### src/hdl/rrfp_pkg.sv
// shared constants, types and helpers of the round-robin failover picker
package rrfp_pkg;

	// number of cells in the row, set by the width of the health masks
	localparam int LANES = 16;
	// upper bound on the number of connections in a pool
	localparam int MAX_CONN = 16;
	// widths of counts and indexes
	localparam int CNT_W = 5;
	localparam int IDX_W = 4;
	// largest usable count
	localparam logic [CNT_W-1:0] CNT_LIMIT = CNT_W'((MAX_CONN < LANES) ? MAX_CONN : LANES);

	// configuration register indexes
	localparam logic REG_MAIN_COUNT   = 1'b0;
	localparam logic REG_BACKUP_COUNT = 1'b1;

	// pool codes
	localparam logic POOL_MAIN   = 1'b0;
	localparam logic POOL_BACKUP = 1'b1;

	// controls sent from the sequencer to every cell
	typedef struct packed {
		logic load;
		logic shift;
	} cell_ctrl_t;

	// clamp a configured count to the usable limit
	function automatic logic [CNT_W-1:0] eff_count(input logic [CNT_W-1:0] count);
		return (count > CNT_LIMIT) ? CNT_LIMIT : count;
	endfunction

endpackage

### src/hdl/rrfp_cell.sv
// one cell of the search ring: holds a health bit and the scan token
module rrfp_cell (
	input  logic                clk,
	input  logic                arst_n,
	input  rrfp_pkg::cell_ctrl_t ctrl,
	input  logic                sel,
	input  logic                last,
	input  logic                healthy_in,
	input  logic                token_in,
	output logic                token_out,
	output logic                wrap_out,
	output logic                hit
);

	logic token_q;
	logic healthy_q;

	// token register: placed on load, passed along on shift
	always_ff @(posedge clk or negedge arst_n) begin
		if (!arst_n) begin
			token_q <= 1'b0;
		end else if (ctrl.load) begin
			token_q <= sel;
		end else if (ctrl.shift) begin
			token_q <= token_in;
		end
	end

	// health bit of this entry for the pool under search
	always_ff @(posedge clk) begin
		if (ctrl.load) begin
			healthy_q <= healthy_in;
		end
	end

	// the last cell of the ring hands its token back to the first
	assign token_out = token_q & ~last;
	assign wrap_out  = token_q & last;
	assign hit       = token_q & healthy_q;

endmodule

### src/hdl/round_robin_failover_picker_top.sv
// top level of the round-robin failover picker: sequencer, cell row and output register
//
//  channel  | signals                                         | handshake
//  ---------+-------------------------------------------------+----------------------
//  config   | cfg_write, cfg_index, cfg_data                  | write on cfg_write
//  request  | in_valid, in_ready, main_healthy, backup_healthy| in_valid & in_ready
//  result   | out_valid, out_ready, granted, from_backup,     | out_valid & out_ready
//           | conn_index                                      |
//
//  one request at a time; per pool searched: a setup step, then subtractions (0 to 16) that
//  bring (pointer + 1) below the count, a step that places the token, then the token in the
//  cell row visits entries one by one (1 to count); an empty pool takes only its setup step.
//  a final step hands the result over. how long a request takes until its result is presented
//  depends on the subtractions and the token walking the cell row; the block returns to idle
//  before it takes the next request.
//  reset clears both pointers and both counts; no clearing pass is needed.
//  a finished result waits in its output register while the next request is taken;
//  the next result is held back until the previous transaction completes.
module round_robin_failover_picker_top (
	input  logic                         clk,
	input  logic                         arst_n,
	input  logic                         cfg_write,
	input  logic                         cfg_index,
	input  logic [rrfp_pkg::CNT_W-1:0]   cfg_data,
	input  logic                         in_valid,
	output logic                         in_ready,
	input  logic [rrfp_pkg::LANES-1:0]   main_healthy,
	input  logic [rrfp_pkg::LANES-1:0]   backup_healthy,
	output logic                         out_valid,
	input  logic                         out_ready,
	output logic                         granted,
	output logic                         from_backup,
	output logic [rrfp_pkg::IDX_W-1:0]   conn_index
);

	typedef enum logic [4:0] {
		ST_IDLE  = 5'b00001,
		ST_SETUP = 5'b00010,
		ST_MOD   = 5'b00100,
		ST_SCAN  = 5'b01000,
		ST_FIN   = 5'b10000
	} state_t;

	state_t                       state_q;
	logic [rrfp_pkg::CNT_W-1:0]   main_count_q;
	logic [rrfp_pkg::CNT_W-1:0]   backup_count_q;
	logic [rrfp_pkg::IDX_W-1:0]   main_ptr_q;
	logic [rrfp_pkg::IDX_W-1:0]   backup_ptr_q;
	logic [rrfp_pkg::LANES-1:0]   main_mask_q;
	logic [rrfp_pkg::LANES-1:0]   backup_mask_q;
	logic                         pool_q;
	logic [rrfp_pkg::CNT_W-1:0]   n_q;
	logic [rrfp_pkg::CNT_W-1:0]   s_q;
	logic [rrfp_pkg::CNT_W-1:0]   steps_q;
	logic                         res_grant_q;
	logic                         res_backup_q;
	logic [rrfp_pkg::IDX_W-1:0]   res_idx_q;
	logic                         out_valid_q;
	logic                         granted_q;
	logic                         from_backup_q;
	logic [rrfp_pkg::IDX_W-1:0]   conn_index_q;

	logic [rrfp_pkg::CNT_W-1:0]   n_eff;
	logic [rrfp_pkg::IDX_W-1:0]   pool_ptr;
	logic [rrfp_pkg::LANES-1:0]   pool_mask;
	rrfp_pkg::cell_ctrl_t         cell_ctrl;
	logic [rrfp_pkg::LANES-1:0]   sel;
	logic [rrfp_pkg::LANES-1:0]   last;
	logic [rrfp_pkg::LANES-1:0]   token_in;
	logic [rrfp_pkg::LANES-1:0]   token_out;
	logic [rrfp_pkg::LANES-1:0]   wrap_out;
	logic [rrfp_pkg::LANES-1:0]   hit;
	logic                         hit_any;
	logic [rrfp_pkg::IDX_W-1:0]   hit_idx;
	logic                         start_ok;
	logic                         fin_go;

	// configuration registers
	always_ff @(posedge clk or negedge arst_n) begin
		if (!arst_n) begin
			main_count_q   <= '0;
			backup_count_q <= '0;
		end else if (cfg_write) begin
			case (cfg_index)
				rrfp_pkg::REG_MAIN_COUNT:   main_count_q   <= cfg_data;
				rrfp_pkg::REG_BACKUP_COUNT: backup_count_q <= cfg_data;
				default: ;
			endcase
		end
	end

	// pool under search
	assign n_eff     = rrfp_pkg::eff_count((pool_q == rrfp_pkg::POOL_BACKUP) ?
	                                       backup_count_q : main_count_q);
	assign pool_ptr  = (pool_q == rrfp_pkg::POOL_BACKUP) ? backup_ptr_q : main_ptr_q;
	assign pool_mask = (pool_q == rrfp_pkg::POOL_BACKUP) ? backup_mask_q : main_mask_q;

	// start position is reduced below the count before the token is placed
	assign start_ok        = (s_q < n_q);
	assign cell_ctrl.load  = (state_q == ST_MOD) && start_ok;
	assign cell_ctrl.shift = (state_q == ST_SCAN);

	// per-cell position flags and ring wiring
	always_comb begin
		for (int i = 0; i < rrfp_pkg::LANES; i++) begin
			sel[i]  = (s_q == rrfp_pkg::CNT_W'(i));
			last[i] = (n_q == rrfp_pkg::CNT_W'(i + 1));
		end
		token_in[0] = |wrap_out;
		for (int i = 1; i < rrfp_pkg::LANES; i++) begin
			token_in[i] = token_out[i-1];
		end
	end

	// row of cells
	for (genvar g = 0; g < rrfp_pkg::LANES; g++) begin : g_cell
		rrfp_cell u_cell (
			.clk        (clk),
			.arst_n     (arst_n),
			.ctrl       (cell_ctrl),
			.sel        (sel[g]),
			.last       (last[g]),
			.healthy_in (pool_mask[g]),
			.token_in   (token_in[g]),
			.token_out  (token_out[g]),
			.wrap_out   (wrap_out[g]),
			.hit        (hit[g])
		);
	end

	// one-hot hit to index
	always_comb begin
		hit_idx = '0;
		for (int i = 0; i < rrfp_pkg::LANES; i++) begin
			if (hit[i]) begin
				hit_idx = hit_idx | rrfp_pkg::IDX_W'(i);
			end
		end
	end
	assign hit_any = |hit;

	assign fin_go   = !out_valid_q || out_ready;
	assign in_ready = (state_q == ST_IDLE);

	// sequencer
	always_ff @(posedge clk or negedge arst_n) begin
		if (!arst_n) begin
			state_q      <= ST_IDLE;
			main_ptr_q   <= '0;
			backup_ptr_q <= '0;
			pool_q       <= rrfp_pkg::POOL_MAIN;
		end else begin
			case (state_q)
				ST_IDLE: begin
					if (in_valid) begin
						pool_q  <= rrfp_pkg::POOL_MAIN;
						state_q <= ST_SETUP;
					end
				end
				ST_SETUP: begin
					if (n_eff != '0) begin
						state_q <= ST_MOD;
					end else if (pool_q == rrfp_pkg::POOL_MAIN) begin
						pool_q <= rrfp_pkg::POOL_BACKUP;
					end else begin
						state_q <= ST_FIN;
					end
				end
				ST_MOD: begin
					if (start_ok) begin
						state_q <= ST_SCAN;
					end
				end
				ST_SCAN: begin
					if (hit_any) begin
						if (pool_q == rrfp_pkg::POOL_BACKUP) begin
							backup_ptr_q <= hit_idx;
						end else begin
							main_ptr_q <= hit_idx;
						end
						state_q <= ST_FIN;
					end else if (steps_q == rrfp_pkg::CNT_W'(1)) begin
						if (pool_q == rrfp_pkg::POOL_MAIN) begin
							pool_q  <= rrfp_pkg::POOL_BACKUP;
							state_q <= ST_SETUP;
						end else begin
							state_q <= ST_FIN;
						end
					end
				end
				ST_FIN: begin
					if (fin_go) begin
						state_q <= ST_IDLE;
					end
				end
				default: state_q <= ST_IDLE;
			endcase
		end
	end

	// request masks, search counters and pending result
	always_ff @(posedge clk) begin
		case (state_q)
			ST_IDLE: begin
				main_mask_q   <= main_healthy;
				backup_mask_q <= backup_healthy;
				res_grant_q   <= 1'b0;
				res_backup_q  <= 1'b0;
				res_idx_q     <= '0;
			end
			ST_SETUP: begin
				n_q <= n_eff;
				s_q <= rrfp_pkg::CNT_W'(pool_ptr) + rrfp_pkg::CNT_W'(1);
			end
			ST_MOD: begin
				if (start_ok) begin
					steps_q <= n_q;
				end else begin
					s_q <= s_q - n_q;
				end
			end
			ST_SCAN: begin
				steps_q <= steps_q - rrfp_pkg::CNT_W'(1);
				if (hit_any) begin
					res_grant_q  <= 1'b1;
					res_backup_q <= pool_q;
					res_idx_q    <= hit_idx;
				end
			end
			default: ;
		endcase
	end

	// output register
	always_ff @(posedge clk or negedge arst_n) begin
		if (!arst_n) begin
			out_valid_q <= 1'b0;
		end else if ((state_q == ST_FIN) && fin_go) begin
			out_valid_q <= 1'b1;
		end else if (out_ready) begin
			out_valid_q <= 1'b0;
		end
	end

	always_ff @(posedge clk) begin
		if ((state_q == ST_FIN) && fin_go) begin
			granted_q     <= res_grant_q;
			from_backup_q <= res_backup_q;
			conn_index_q  <= res_idx_q;
		end
	end

	assign out_valid   = out_valid_q;
	assign granted     = granted_q;
	assign from_backup = from_backup_q;
	assign conn_index  = conn_index_q;

endmodule

### config.mk
export PLATFORM = sky130hd
export DESIGN_NAME = round_robin_failover_picker_top
export DESIGN_NICKNAME = d
export VERILOG_FILES = /design/src/hdl/rrfp_pkg.sv /design/src/hdl/rrfp_cell.sv /design/src/hdl/round_robin_failover_picker_top.sv
export SDC_FILE = /design/constraint.sdc
export NUM_CORES = 1
export LEC_CHECK = 0
export BUFFER_PORTS_ARGS = -buffer_cell sky130_fd_sc_hd__buf_2
export CAP_MARGIN = 30
export CORE_MARGIN = 2
export CORE_UTILIZATION = 55
export CTS_CLUSTER_DIAMETER = 40
export DETAILED_ROUTE_END_ITERATION = 10
export GPL_ROUTABILITY_DRIVEN = 0
export PLACE_DENSITY_LB_ADDON = 0.15
export SETUP_SLACK_MARGIN = 0.5
export SYNTH_ARGS = -nofsm -noshare
export SYNTH_HDL_FRONTEND = slang
export SYNTH_HIERARCHICAL = 1
export SYNTH_SLANG_ARGS = --single-unit
### constraint.sdc
create_clock -name clk -period 5.8 [get_ports clk]
set_input_delay 1.16 -clock clk [delete_from_list [all_inputs] [get_ports clk]]
set_output_delay 1.16 -clock clk [all_outputs]
set_load 0.01 [all_outputs]
==> impl_metrics.toml <==
[final_layout]
layoutNonFillerInstCount = 660
final_cell_mix = "edfxtp_1, buf_2, nand2_1"
nets = 566
area_growth_pct = 17.6
n_antenna_cell = 0
layout-drive-gt1-share_pct = 25.6
final_common_cell = "edfxtp_1"

[floorplan]
start_util_pct = 56.7
fp-row-count = 36
dieArea_sq_um = 10800
ios = 51
coreArea_sq_um = 9730
die_y_microns = 104
die_x_microns = 104

[global_routing]
gr-usage-all-layers_pct = 22.8
grt_pass1_vias = 3805
antenna_found_initial = 0
grt_max_degree = 50
grt_pass1_wl_mm = 18.9
grt_overflow = 0

[detailed_routing]
ant_nets = 0
vias = 3659
drcViolationCount = 0
drt_iter0_markers = 277
vias_per_cell = 5.54
wl_mm = 11.4
wire_per_inst_microns = 17.3
firstDrtPassIters = 5

[yosys]
ys_warn_count = 6
syn_inst = 449
synth_nets = 501
syn-cell-area_sq_um = 5510
avgSynthCellArea_sq_um = 12.3

[clock_tree]
cts_buffers = 17
clkSlewWorstSetupHoldPaths_ns = 0.06
cts_root_buffer = "clkbuf_8"
cts_max_path_buffers = 2
hold_buffers = 0
htreeDepth = 4
cts_resized = 0
cts_tree = "built"
cts_setup_buffers = 0
clk_latency_ns = 0.53
clkSinkCount = 116

[timing]
report.final.hold_viol_count = 0
slew_headroom_pct = 55.6
min_period_ns = 2.95
setup_viol = 0
clock_skew_ns = 0.00609
final.period_utilization_pct = 50.9
setup_tns_ns = 0
slew_violations = 0
fmax_mhz = 339
worst_pin_slew_ns = 0.661
fin_ws_ns = 2.85
rsz0062_at_grt = "no"

[placed_design]
portBuffers = 50
post-place-ws_ns = 2.91
post-place-cells = 627
dpl.hpwl_mm = 7.99

[flow_run]
max-cap-violations = 0

[pwr]
worst_ir_drop_vdd_uv = 582
leakage_uw = 0.00262
power_density_nw_per_um2 = 445

[critical_path]
path_class = "flip-flop to primary output"
critPathArrivalTime_ns = 1.79
end_kind = "primary output"
worstPathMaxFanout = 4
cp-start-kind = "flip-flop"
cp.required_ns = 4.64

[hold_path]
hp-class = "flip-flop to flip-flop"

[run_status]
status = "finished, final reports clean"
[report_power, final]
part,internal [uW],switching [uW]
logic,266,431
clock network,519,372
registers,1190,104
total,1980,908
[critical path: stages, from the launching register on]
cell and delay [ns]:
dfrtp_1 0.40, nor3_1 0.28, nand3b_1 0.26, inv_1 0.17, buf_2 0.15
[worst paths after layout]
path | start | end | slack [ns] | cells past startpoint
worst max-delay path | state_q[2] | in_ready | 2.85 | 4
min in group asynchronous | arst_n | main_ptr_q[0] | 0.43 | 1
worst min-delay path | res_grant_q | granted | 0.42 | 0
max in group asynchronous | arst_n | state_q[0] | 4.89 | 2
worst min register to register | res_grant_q | granted | 0.42 | 0
worst max register to register | n_q[1] | steps_q[1] | 2.89 | 8
[per-stage QoR]
step / cell area [sq um] / total power [uW] / utilization, % / hold slack, ns
detailed placement: 5950 / 2000 / 61.2 / 0.405
finish: 6480 / 2890 / 66.6 / 0.416
global route: 6480 / 3030 / 66.6 / 0.423
floorplan: 5510 / 1780 / - / 0.400
global placement: 5930 / 1970 / 60.9 / 0.408
CTS: 6460 / 2900 / 66.4 / 0.416
[metal layers]
layer,global-route usage [%],part of all wire (%),up-vias
met5,0,0,-
met4,10.4,2.8,0
met3,7.08,6.0,34
met2,34.9,47,153
met1,30.0,45,1720
li1,-,-,1752
[cell type report]
type                       instances  area, sq um
clock inverter                    13         87.6
tap                              133          166
multi-input combinational        309         2150
inverter                          15         56.3
fill                             758         3250
clock buffer                      19          422
timing repair buffer              55          320
sequential                       116         3280
[flip-flops by register name (all words and copies together), names as in the netlist]
| signal | flops |
|---|---|
| g_cell.u_cell/token_q | 16 |
| steps_q | 5 |
| out_valid | 1 |
| main_ptr_q | 4 |
| backup_count_q | 5 |
| main_mask_q | 16 |
| backup_mask_q | 16 |
| backup_ptr_q | 4 |
| s_q | 5 |
| g_cell.u_cell/healthy_q | 16 |
| pool_q | 1 |
| main_count_q | 5 |
| state_q | 5 |
| res_backup_q | 1 |
| res_idx_q | 4 |
| from_backup | 1 |
| conn_index | 4 |
| res_grant_q | 1 |
| n_q | 5 |
| granted | 1 |
Note: power is estimated with default switching activity, not from simulation.
